`config.mk`:
```
export PLATFORM = sky130hd
export DESIGN_NAME = fixed_point_to_decimal_text
export DESIGN_NICKNAME = d
export VERILOG_FILES = /design/src/fpdt_pkg.sv /design/src/fixed_point_to_decimal_text.sv
export SDC_FILE = /design/constraint.sdc
export NUM_CORES = 2
export LEC_CHECK = 0
export ABC_AREA = 1
export BUFFER_PORTS_ARGS = -buffer_cell sky130_fd_sc_hd__buf_2
export CAP_MARGIN = 20
export CORE_UTILIZATION = 55
export DETAILED_ROUTE_END_ITERATION = 7
export HOLD_SLACK_MARGIN = 0.1
export PLACE_DENSITY = 0.71
export SLEW_MARGIN = 30
export SYNTH_ARGS = -nofsm -noshare
export SYNTH_HDL_FRONTEND = slang
export SYNTH_SLANG_ARGS = --single-unit
```
`constraint.sdc`:
```
create_clock -name clk -period 8 [get_ports clk]
set_input_delay 0.4 -clock clk [delete_from_list [all_inputs] [get_ports clk]]
set_output_delay 0.4 -clock clk [all_outputs]
set_load 0.01 [all_outputs]
```
`src/fpdt_pkg.sv`:
```
package fpdt_pkg;

  // Width of the largest scale factor, ten to the ninth.
  localparam int SC_W = 30;
  // Decimal digits held for the integer part and for the fraction part.
  localparam int INT_DIGITS = 10;
  localparam int FRAC_DIGITS = 9;
  localparam int MAX_PREC = 9;

  localparam logic [6:0] CH_ZERO = 7'd48;
  localparam logic [6:0] CH_DOT = 7'd46;
  localparam logic [6:0] CH_MINUS = 7'd45;

  typedef logic [3:0] upc_t;

  typedef enum logic [3:0] {
    OP_IDLE,
    OP_MUL,
    OP_ROUND,
    OP_DABBLE,
    OP_SCAN,
    OP_SIGN,
    OP_INT,
    OP_DOT,
    OP_FRAC,
    OP_NOP
  } op_t;

  typedef enum logic [2:0] {
    C_NEVER,
    C_ALWAYS,
    C_NOSTART,
    C_CNT_NZ,
    C_LIDX_NZ,
    C_FZ,
    C_FIDX_NZ
  } cond_t;

  typedef struct packed {
    op_t   op;
    cond_t cond;
    upc_t  target;
  } ctl_t;

  function automatic logic [SC_W-1:0] pow_ten(input logic [3:0] p);
    logic [SC_W-1:0] v;
    unique case (p)
      4'd0: v = 30'd1;
      4'd1: v = 30'd10;
      4'd2: v = 30'd100;
      4'd3: v = 30'd1000;
      4'd4: v = 30'd10000;
      4'd5: v = 30'd100000;
      4'd6: v = 30'd1000000;
      4'd7: v = 30'd10000000;
      4'd8: v = 30'd100000000;
      default: v = 30'd1000000000;
    endcase
    return v;
  endfunction

  // Microprogram: one control word per step. A step whose condition holds
  // jumps to its target, otherwise the program moves to the next step.
  function automatic ctl_t ucode(input upc_t a);
    ctl_t c;
    unique case (a)
      4'd0: c = '{OP_IDLE, C_NOSTART, 4'd0};
      4'd1: c = '{OP_MUL, C_NEVER, 4'd0};
      4'd2: c = '{OP_ROUND, C_NEVER, 4'd0};
      4'd3: c = '{OP_DABBLE, C_CNT_NZ, 4'd3};
      4'd4: c = '{OP_SCAN, C_NEVER, 4'd0};
      4'd5: c = '{OP_SIGN, C_NEVER, 4'd0};
      4'd6: c = '{OP_INT, C_LIDX_NZ, 4'd6};
      4'd7: c = '{OP_DOT, C_FZ, 4'd0};
      4'd8: c = '{OP_FRAC, C_FIDX_NZ, 4'd8};
      default: c = '{OP_NOP, C_ALWAYS, 4'd0};
    endcase
    return c;
  endfunction

endpackage

```
`src/fixed_point_to_decimal_text.sv`:
```
// After the start transaction is accepted, the sequencer multiplies, rounds, converts to BCD
// and scans the digits before the first character, a minus sign if one leads, is shown.
// A new number is taken only when idle again. The binary to BCD conversion is bit-serial, one
// bit per cycle over max(integer width plus one, scale width); characters come one per cycle.
// Results cannot be stalled: each character is shown for exactly one cycle with char_valid.
// Reset (rst, synchronous, active high) returns the sequencer to its idle step, drops
// char_valid and sets frac_digits to 2.
module fixed_point_to_decimal_text
  import fpdt_pkg::*;
#(
  parameter int FRAC_BITS = 32,
  parameter int INT_BITS = 31
) (
  input  logic                          clk,
  input  logic                          rst,
  input  logic                          start,
  output logic                          busy,
  input  logic                          is_negative,
  input  logic [INT_BITS+FRAC_BITS-1:0] magnitude,
  input  logic                          cfg_valid,
  output logic                          cfg_ready,
  input  logic [3:0]                    cfg_data,
  output logic                          char_valid,
  output logic [6:0]                    char_code,
  output logic                          last_char
);

  // The integer part may gain one bit from a rounding carry.
  localparam int IPW = INT_BITS + 1;
  // Number of shift steps of the conversion: enough for both parts.
  localparam int NSTEP = (IPW > SC_W) ? IPW : SC_W;
  localparam int CNT_W = $clog2(NSTEP);
  localparam int PW = FRAC_BITS + SC_W;

  // Configuration register, clamped to nine places as it is written.
  logic [3:0] frac_digits;

  // Sequencer.
  upc_t pc;
  upc_t pc_next;
  ctl_t ctl;
  logic taken;

  // Datapath registers.
  logic                    neg;
  logic [INT_BITS-1:0]     ip;
  logic [FRAC_BITS-1:0]    fr;
  logic [PW-1:0]           prod;
  logic [NSTEP-1:0]        isrc;
  logic [NSTEP-1:0]        fsrc;
  logic [4*INT_DIGITS-1:0] ibcd;
  logic [4*FRAC_DIGITS-1:0] fbcd;
  logic [CNT_W-1:0]        cnt;
  logic [3:0]              lidx;
  logic [3:0]              fidx;
  logic                    fnz;

  // The fraction loop walks from the first digit after the point to the last
  // non-zero one; it is held in ftop, registered at the scan step.
  logic [3:0] ftop;

  // Rounding: add half a unit of the last kept place, then take the scaled
  // fraction. A scaled fraction equal to the scale carries into the integer.
  logic [PW:0]       rsum;
  logic [SC_W:0]     fs;
  logic [SC_W-1:0]   sc;
  logic              rcarry;
  logic [IPW-1:0]    ipart;
  logic [SC_W-1:0]   fpart;

  // Shift-and-add-three conversion, one bit a step.
  logic [4*INT_DIGITS-1:0]  ibcd_adj;
  logic [4*FRAC_DIGITS-1:0] fbcd_adj;

  // Digit scan results.
  logic [3:0] lead_c;
  logic [3:0] ftop_c;
  logic       fnz_c;

  assign cfg_ready = 1'b1;
  assign busy = (pc != 4'd0);
  assign ctl = ucode(pc);

  assign sc = pow_ten(frac_digits);
  assign rsum = {1'b0, prod} + ((PW + 1)'(1) << (FRAC_BITS - 1));
  assign fs = rsum[FRAC_BITS +: SC_W + 1];
  assign rcarry = (fs == {1'b0, sc});
  assign ipart = {1'b0, ip} + IPW'(rcarry);
  assign fpart = rcarry ? '0 : fs[SC_W-1:0];

  always_comb begin
    for (int k = 0; k < INT_DIGITS; k++) begin
      ibcd_adj[4*k +: 4] = (ibcd[4*k +: 4] >= 4'd5) ? ibcd[4*k +: 4] + 4'd3
                                                      : ibcd[4*k +: 4];
    end
    for (int k = 0; k < FRAC_DIGITS; k++) begin
      fbcd_adj[4*k +: 4] = (fbcd[4*k +: 4] >= 4'd5) ? fbcd[4*k +: 4] + 4'd3
                                                      : fbcd[4*k +: 4];
    end
  end

  // The highest non-zero integer digit starts the text; the lowest non-zero
  // fraction digit ends it, which drops the trailing zeros. The scaled
  // fraction has frac_digits digits, so its digit k sits frac_digits-1-k
  // places after the point.
  always_comb begin
    lead_c = 4'd0;
    ftop_c = 4'd0;
    fnz_c = 1'b0;
    for (int k = 0; k < INT_DIGITS; k++) begin
      if (ibcd[4*k +: 4] != 4'd0) begin
        lead_c = 4'(k);
      end
    end
    for (int k = FRAC_DIGITS - 1; k >= 0; k--) begin
      if (fbcd[4*k +: 4] != 4'd0) begin
        ftop_c = frac_digits - 4'd1 - 4'(k);
        fnz_c = 1'b1;
      end
    end
  end

  // The fraction digit at position fidx from the decimal point. fidx is
  // counted from the point, so turn it back into a BCD digit number.
  logic [3:0] fdig;
  logic [3:0] fpos;
  assign fpos = frac_digits - 4'd1 - fidx;

  always_comb begin
    fdig = 4'd0;
    for (int k = 0; k < FRAC_DIGITS; k++) begin
      if (fpos == 4'(k)) begin
        fdig = fbcd[4*k +: 4];
      end
    end
  end

  always_comb begin
    unique case (ctl.cond)
      C_NEVER:   taken = 1'b0;
      C_ALWAYS:  taken = 1'b1;
      C_NOSTART: taken = !start;
      C_CNT_NZ:  taken = (cnt != '0);
      C_LIDX_NZ: taken = (lidx != 4'd0);
      C_FZ:      taken = !fnz;
      C_FIDX_NZ: taken = (fidx != ftop);
      default:   taken = 1'b0;
    endcase
    pc_next = taken ? ctl.target : pc + 4'd1;
  end

  always_ff @(posedge clk) begin
    if (rst) begin
      pc <= 4'd0;
      char_valid <= 1'b0;
      frac_digits <= 4'd2;
    end else begin
      pc <= pc_next;
      char_valid <= 1'b0;
      if (cfg_valid && cfg_ready) begin
        frac_digits <= (cfg_data > 4'(MAX_PREC)) ? 4'(MAX_PREC) : cfg_data;
      end
      unique case (ctl.op)
        OP_IDLE: begin
          if (start) begin
            neg <= is_negative;
            ip <= magnitude[FRAC_BITS +: INT_BITS];
            fr <= magnitude[FRAC_BITS-1:0];
          end
        end
        OP_MUL: begin
          prod <= PW'(fr) * PW'(sc);
        end
        OP_ROUND: begin
          isrc <= NSTEP'(ipart);
          fsrc <= NSTEP'(fpart);
          ibcd <= '0;
          fbcd <= '0;
          cnt <= CNT_W'(NSTEP - 1);
        end
        OP_DABBLE: begin
          ibcd <= {ibcd_adj[4*INT_DIGITS-2:0], isrc[NSTEP-1]};
          fbcd <= {fbcd_adj[4*FRAC_DIGITS-2:0], fsrc[NSTEP-1]};
          isrc <= {isrc[NSTEP-2:0], 1'b0};
          fsrc <= {fsrc[NSTEP-2:0], 1'b0};
          cnt <= cnt - CNT_W'(1);
        end
        OP_SCAN: begin
          lidx <= lead_c;
          ftop <= ftop_c;
          fnz <= fnz_c;
          fidx <= 4'd0;
        end
        OP_SIGN: begin
          if (neg) begin
            char_valid <= 1'b1;
            char_code <= CH_MINUS;
            last_char <= 1'b0;
          end
        end
        OP_INT: begin
          char_valid <= 1'b1;
          char_code <= CH_ZERO + {3'b000, ibcd[4*lidx +: 4]};
          last_char <= (lidx == 4'd0) && !fnz;
          lidx <= lidx - 4'd1;
        end
        OP_DOT: begin
          if (fnz) begin
            char_valid <= 1'b1;
            char_code <= CH_DOT;
            last_char <= 1'b0;
          end
        end
        OP_FRAC: begin
          char_valid <= 1'b1;
          char_code <= CH_ZERO + {3'b000, fdig};
          last_char <= (fidx == ftop);
          fidx <= fidx + 4'd1;
        end
        OP_NOP: begin
        end
        default: begin
        end
      endcase
    end
  end

`ifndef SYNTHESIS
  a_last_then_gap: assert property (@(posedge clk) disable iff (rst)
    char_valid && last_char |=> !char_valid)
    else $error("character emitted right after the last character");

  a_start_busy: assert property (@(posedge clk) disable iff (rst)
    start && !busy |=> busy)
    else $error("accepted start did not make the block busy");

  a_idle_quiet: assert property (@(posedge clk) disable iff (rst)
    !busy |-> !char_valid)
    else $error("character emitted while idle");

  a_cfg_clamp: assert property (@(posedge clk) disable iff (rst)
    cfg_valid && cfg_ready |=> frac_digits <= 4'(MAX_PREC))
    else $error("precision register holds more than nine places");
`endif

endmodule
```
### Word-level counts from Yosys, hierarchy flattened

Memories as Yosys holds them, arrays and structs flattened. A register that Yosys moved wholly into a read port is not among the register bits.
Cells that the tools add are included.

* bits in registers: 301
* bits in latches: 0
* bits in writable memories: 0
* memory bits (read-only): 656
* output and inout port bits: 11
* memories: 2

* $add $sub $neg: 37
* multiply operators: 1
* divide/modulo/power cells: 0
* magnitude comparators: 20
* equality and inequality tests: 27
* shift operators: 1
* muxes and demuxes: 70
* bitwise operators: 1
* reductions and logical operators: 40

Memories
* (name not given): depth 16, bits a word 30, rd ports 1, clocked after Yosys merged registers in 1, write ports 0, RTL line fpdt_pkg.sv:47 `unique case (p)`
* (name not given): depth 16, bits a word 11, rd ports 1, clocked after Yosys merged registers in 1, write ports 0, RTL line fpdt_pkg.sv:66 `unique case (a)`

Operators with widths (count)
* 4-bit two-way mux: 48
* 32-bit one-hot mux with 2 select lines: 2
* 4-bit nonzero test: 21
* 40-bit one-hot mux with 2 select lines: 1
* 4-bit by 3-bit greater-or-equal comparator with 1-bit output (second input constant): 19
* 36-bit one-hot mux with 2 select lines: 1
* 4-bit by 2-bit adder with 4-bit output (second input constant): 17
* 62-bit by 32-bit adder with 63-bit output (second input constant): 1
* 32-bit by 30-bit multiplier with 62-bit output: 1
* 40-bit by 7-bit indexed part select with 4-bit output: 1
* 31-bit by 1-bit adder with 32-bit output: 1
* 4-bit by 3-bit equality test with 1-bit output (second input constant): 8
* 31-bit by 30-bit equality test with 1-bit output: 1
* 30-bit two-way mux: 1
* 7-bit one-hot mux with 4 select lines: 1
* 4-bit by 2-bit equality test with 1-bit output (second input constant): 4
* 4-bit one-hot mux with 2 select lines: 2
* 4-bit by 3-bit subtractor with 4-bit output (second input constant): 4
* 6-bit by 4-bit adder with 7-bit output (first input constant): 2
* 7-bit two-way mux: 2
* 4-bit logical NOT: 3
* 4-bit by 1-bit subtractor with 4-bit output (second input constant): 3
* 5-bit one-hot mux with 2 select lines: 1
* 2-bit AND reduction: 5
* other kinds (29): 47

### Depth between registers and ports, before layout

* depth in word-level cells: 14
* gate-level depth with buffers: 33
* gate-level depth less buffers: 30

### Least setup slack after synthesis

OpenSTA, ideal clock, no wires.

* kind: input-to-reg
* from: input rst
* to: register cnt[0], enable pin
* setup time: 0.651 ns
* data arrival time: 6.673 ns
* required time: 7.349 ns
* path slack: 0.676 ns
* stages on the path: 3
* buffers on the path: 0
* cells stage by stage: inv_1 > nand2_1 > nor2_1

* cells in the longest elaborated chain, start to end: 2

RTL lines
* start, declared: RTL line fixed_point_to_decimal_text.sv:15 `input logic rst,`
* 1-bit inverter (no source line)
* 2-bit AND reduction (no source line)
* end signal, assigned: RTL line fixed_point_to_decimal_text.sv:179 `cnt <= CNT_W'(NSTEP - 1);`
* end signal, assigned: RTL line fixed_point_to_decimal_text.sv:186 `cnt <= cnt - CNT_W'(1);`
* end, declared: RTL line fixed_point_to_decimal_text.sv:53 `logic [CNT_W-1:0] cnt;`

No other way between the ends.
A chain may end at the register's enable or synchronous reset.

### Worst setup path in the final report

* from: register fr[22]
* to: register prod[55] (data pin)

* cells in the longest elaborated chain, start to end: 1

RTL lines
* start, declared: RTL line fixed_point_to_decimal_text.sv:47 `logic [FRAC_BITS-1:0] fr;`
* start signal, assigned: RTL line fixed_point_to_decimal_text.sv:168 `fr <= magnitude[FRAC_BITS-1:0];`
* 32-bit by 30-bit multiplier with 62-bit output: RTL line fixed_point_to_decimal_text.sv:172 `prod <= PW'(fr) * PW'(sc);`
* end signal, assigned: RTL line fixed_point_to_decimal_text.sv:172
* end, declared: RTL line fixed_point_to_decimal_text.sv:48 `logic [PW-1:0] prod;`

No other way between the ends.

==> impl_metrics.json <==
{
  "outcome": "finished, final reports clean",
  "critical_path.most_common_cell": "sky130_fd_sc_hd__fa_1",
  "clkTransAtPathRegs_ns": 0.06,
  "vdd_ir_drop_max_mv": 0.6672,
  "first_iter_violations": 2888,
  "htree_num_levels": 2,
  "fin_tns_setup_ns": 0,
  "clk_latency_ns": 0.61,
  "std_cell_rows": 107,
  "post_dp_cell_area_um2": 49980,
  "synthDistinctLibCells": 55,
  "sequential_cell_area_fraction_in_the_yosys_report_pct": 18.02,
  "grt_setup_unrepaired": "false",
  "ys.flop_type": "sky130_fd_sc_hd__edfxtp_1",
  "met1_usage_pct": 42.02,
  "slew_viol_final": 0,
  "maximum_clock_rate_mhz": 129.5,
  "least_margin_pin_slew_ns": 1.037,
  "synth_async_sr_flop_share_pct": 0,
  "finalSetupViolCount": 0,
  "initial_core_util_pct": 55.93,
  "max-clock-path-buffers": 3,
  "critical_path.max_fanout": 19,
  "grt_max_degree": 105,
  "vias_per_cell": 5.245,
  "ant_nets": 0,
  "synth_edf_count": 259,
  "ys.warnings.count": 0,
  "cts.root.buffer_cell": "sky130_fd_sc_hd__clkbuf_16",
  "holdWs_ns": 0.1508,
  "cpMaxStageDelayCell": "sky130_fd_sc_hd__edfxtp_1",
  "cpLargestDelayFamily": "adder cells",
  "track_usage_pct": 31.07,
  "detail_route.wirelength_um": 133500,
  "post_layout_minimum_cycle_time_ns": 7.721,
  "drv.max_cap_violation_count": 0,
  "vias": 37813,
  "final_net_count": 7247,
  "start_point_of_the_worst_min_delay_path": "rst",
  "die-height_um": 297.2,
  "global_routing_usage_on_met3_pct": 6.405,
  "power_density_nw_per_um2": 399.4,
  "final_layout_size_suffix_gt1_share_pct": 5.128,
  "tritoncts.num_buffers": 39,
  "num_antenna_cells": 0,
  "worst_path_buffer_plus_inverter_count": 7,
  "fp.dieArea_um2": 88320,
  "period_utilization_post_route_pct": 96.51,
  "gr-usage-met2_pct": 49.56,
  "yosys_register_bits": 302,
  "timing.clock.skew_ns": 0.02719,
  "worstRegToRegCells": 25,
  "setup.worst_path.start_class": "register",
  "worstPathRequired_ns": 8.35,
  "worstSetupPathDepth": 25,
  "netlist_area_um2": 47930,
  "drc": 0,
  "placeableCoreArea_um2": 85680,
  "die_w_um": 297.2,
  "top_level_ports": 83,
  "worstHoldPathCells": 2,
  "synthesized_area_per_cell_um2": 8.093,
  "finalHoldViolCount": 0,
  "critical_path.startpoint": "fr[22]",
  "postCtsSetupBuffers": 0,
  "postLayoutCellArea_um2": 51920,
  "grt.busiest_layer": "met2",
  "static-leakage-power_nw": 29.19,
  "cts_tree": "built",
  "crit-reg2reg-launch": "fr[22]",
  "type_of_the_worst_setup_path": "register to register",
  "worst_path_largest_cell_delay_ns": 1.03,
  "cts_sinks": 302,
  "area_growth_from_synthesis_to_layout_pct": 8.344,
  "critPathCaptureType": "register",
  "relSlewSlack_pct": 30.87,
  "min_path_type": "input port to register",
  "post_synth_inst_count": 5922,
  "drt_pre_antenna_iters": 6,
  "grt-ovfl-total": 0,
  "avgRoutedWirePerCell_um": 18.51,
  "place.port_buffers": 79,
  "gp_congestion": 0.9720,
  "global_route_wire_length_before_repair_um": 212800,
  "place_hpwl_um": 108200,
  "crit_arrival_ns": 8.07,
  "antenna_violations_before_repair": 2,
  "grt_pass1_vias": 38888
}
==> kinds of logic (layout without fill, tap and decap cells) <==
| family | after synthesis | after routing | synth area share (%) |
|---|---|---|---|
| AO/OA/AOI/OAI | 510 | 510 | 5.947 |
| XOR/XNOR | 121 | 121 | 2.297 |
| adder cells (fa/ha/maj) | 1140 | 1140 | 42.37 |
| buffers and inverters | 1902 | 2044 | 15.01 |
| flip-flops | 302 | 302 | 18.02 |
| other | 2 | 3 | 0.01567 |
| AND/OR/NAND/NOR | 1945 | 1945 | 16.33 |
==> power by group <==
part	internal [W]	total, W	switching (W)
Sequential	0.00236	0.00269	0.000334
Clock	0.00104	0.00180	0.000760
Combinational	0.00567	0.0162	0.0106
Total	0.00907	0.0207	0.0117
==> routing by layer <==
| metal | vias to the layer above | share of wire [%] | routed length, µm |
|---|---|---|---|
| met5 | - | 0.024 | 32 |
| met4 | 4 | 4.1 | 5499 |
| met3 | 292 | 9.1 | 12100 |
| met2 | 1524 | 45 | 60500 |
| met1 | 18338 | 41 | 55340 |
| li1 | 17655 | - | - |
==> registers in the layout, summed over array words and instances, names as in the netlist, 4 cells and up <==
register and flops:
char_code 5, frac_digits 4, sc 23, fbcd 36, fsrc 32, lidx 4
ctl 11, ftop 4, pc 4, fr 32, ip 31, ibcd 40
isrc 32, prod 31, cnt 5, fidx 4
==> cell usage in the layout (no fill, tap or decap), drive strengths merged, types with 3 or more instances in the layout <==
cell,instances
a211oi,6
buf,210
a21oi,179
a21boi,5
nor3,44
o31ai,8
o211a,5
inv,1702
nand3,146
o211ai,5
o21bai,26
dfxtp,43
xnor2,26
o2111ai,3
xnor3,3
ha,335
o21ai,205
conb,3
nand2,1394
o22ai,22
nand4,30
o21a,5
clkbuf,54
fa,805
clkinv,11
dlygate4sd3,64
or2,6
a32o,3
nand3b,7
a21o,14
nor2,298
edfxtp,259
a31oi,18
xor2,92
nor4,13
==> per-stage QoR <==
stage	total power [W]	util, %	worst slack, ns	instances
2_1_floorplan	0.01383	-	0.6764	5923
3_3_place_gp	0.01861	58.32	0.3991	7074
3_5_place_dp	0.01866	58.33	0.3723	7074
4_1_cts	0.02066	60.59	0.3731	7209
5_1_grt	0.02292	60.60	0.01320	7209
6_report	0.02074	60.60	0.2791	7209
==> area by class of cell <==
type / count / area [µm²]
repair buffers: 274 / 2048
clock inverters: 17 / 205.2
flip-flops and latches: 302 / 8645
fillers: 7644 / 33760
multi-input cells: 3719 / 32120
inverters: 1699 / 6379
well taps: 1144 / 1431
clock buffers: 54 / 1097
==> what timing repair did <==
action | 4_1_cts | 5_1_grt
gates resized for setup | 0 | 1
hold buffers | 64 | 0
setup endpoints to repair | 0 | 4
endpoints found under the hold margin | 64 | 0
==> path summary, 6_finish.rpt <==
check | to | slack, ns
max | prod[55] | 0.28
min | frac_digits[0] | 0.15
max reg2reg | prod[55] | 0.28
min reg2reg | frac_digits[1] | 0.49
==> Yosys cell counts, drive strengths merged (2+ instances only) <==
cell | number | share of area, %
a22oi | 2 | 0.031
o211a | 5 | 0.10
o22ai | 22 | 0.29
nand3 | 146 | 1.7
a2111oi | 2 | 0.037
conb | 2 | 0.016
ha | 335 | 8.7
inv | 1698 | 13
nand4 | 30 | 0.39
o21a | 5 | 0.078
and3 | 2 | 0.026
a21boi | 5 | 0.078
and2 | 2 | 0.031
nor3 | 44 | 0.49
xor2 | 92 | 1.7
a21o | 14 | 0.22
buf | 20 | 0.27
o21ai | 205 | 2.1
o21bai | 26 | 0.41
dfxtp | 43 | 1.8
xnor2 | 26 | 0.48
a32o | 3 | 0.063
a31oi | 18 | 0.23
a21oi | 179 | 1.9
nand3b | 7 | 0.11
o31ai | 8 | 0.13
nand2 | 1394 | 11
o211ai | 5 | 0.078
a211oi | 6 | 0.094
nor4 | 13 | 0.17
o2111ai | 3 | 0.055
clkbuf | 183 | 1.4
edfxtp | 259 | 16
or2 | 6 | 0.078
fa | 805 | 34
xnor3 | 3 | 0.14
nor2 | 298 | 2.4
(Power assumes the default switching activity.)
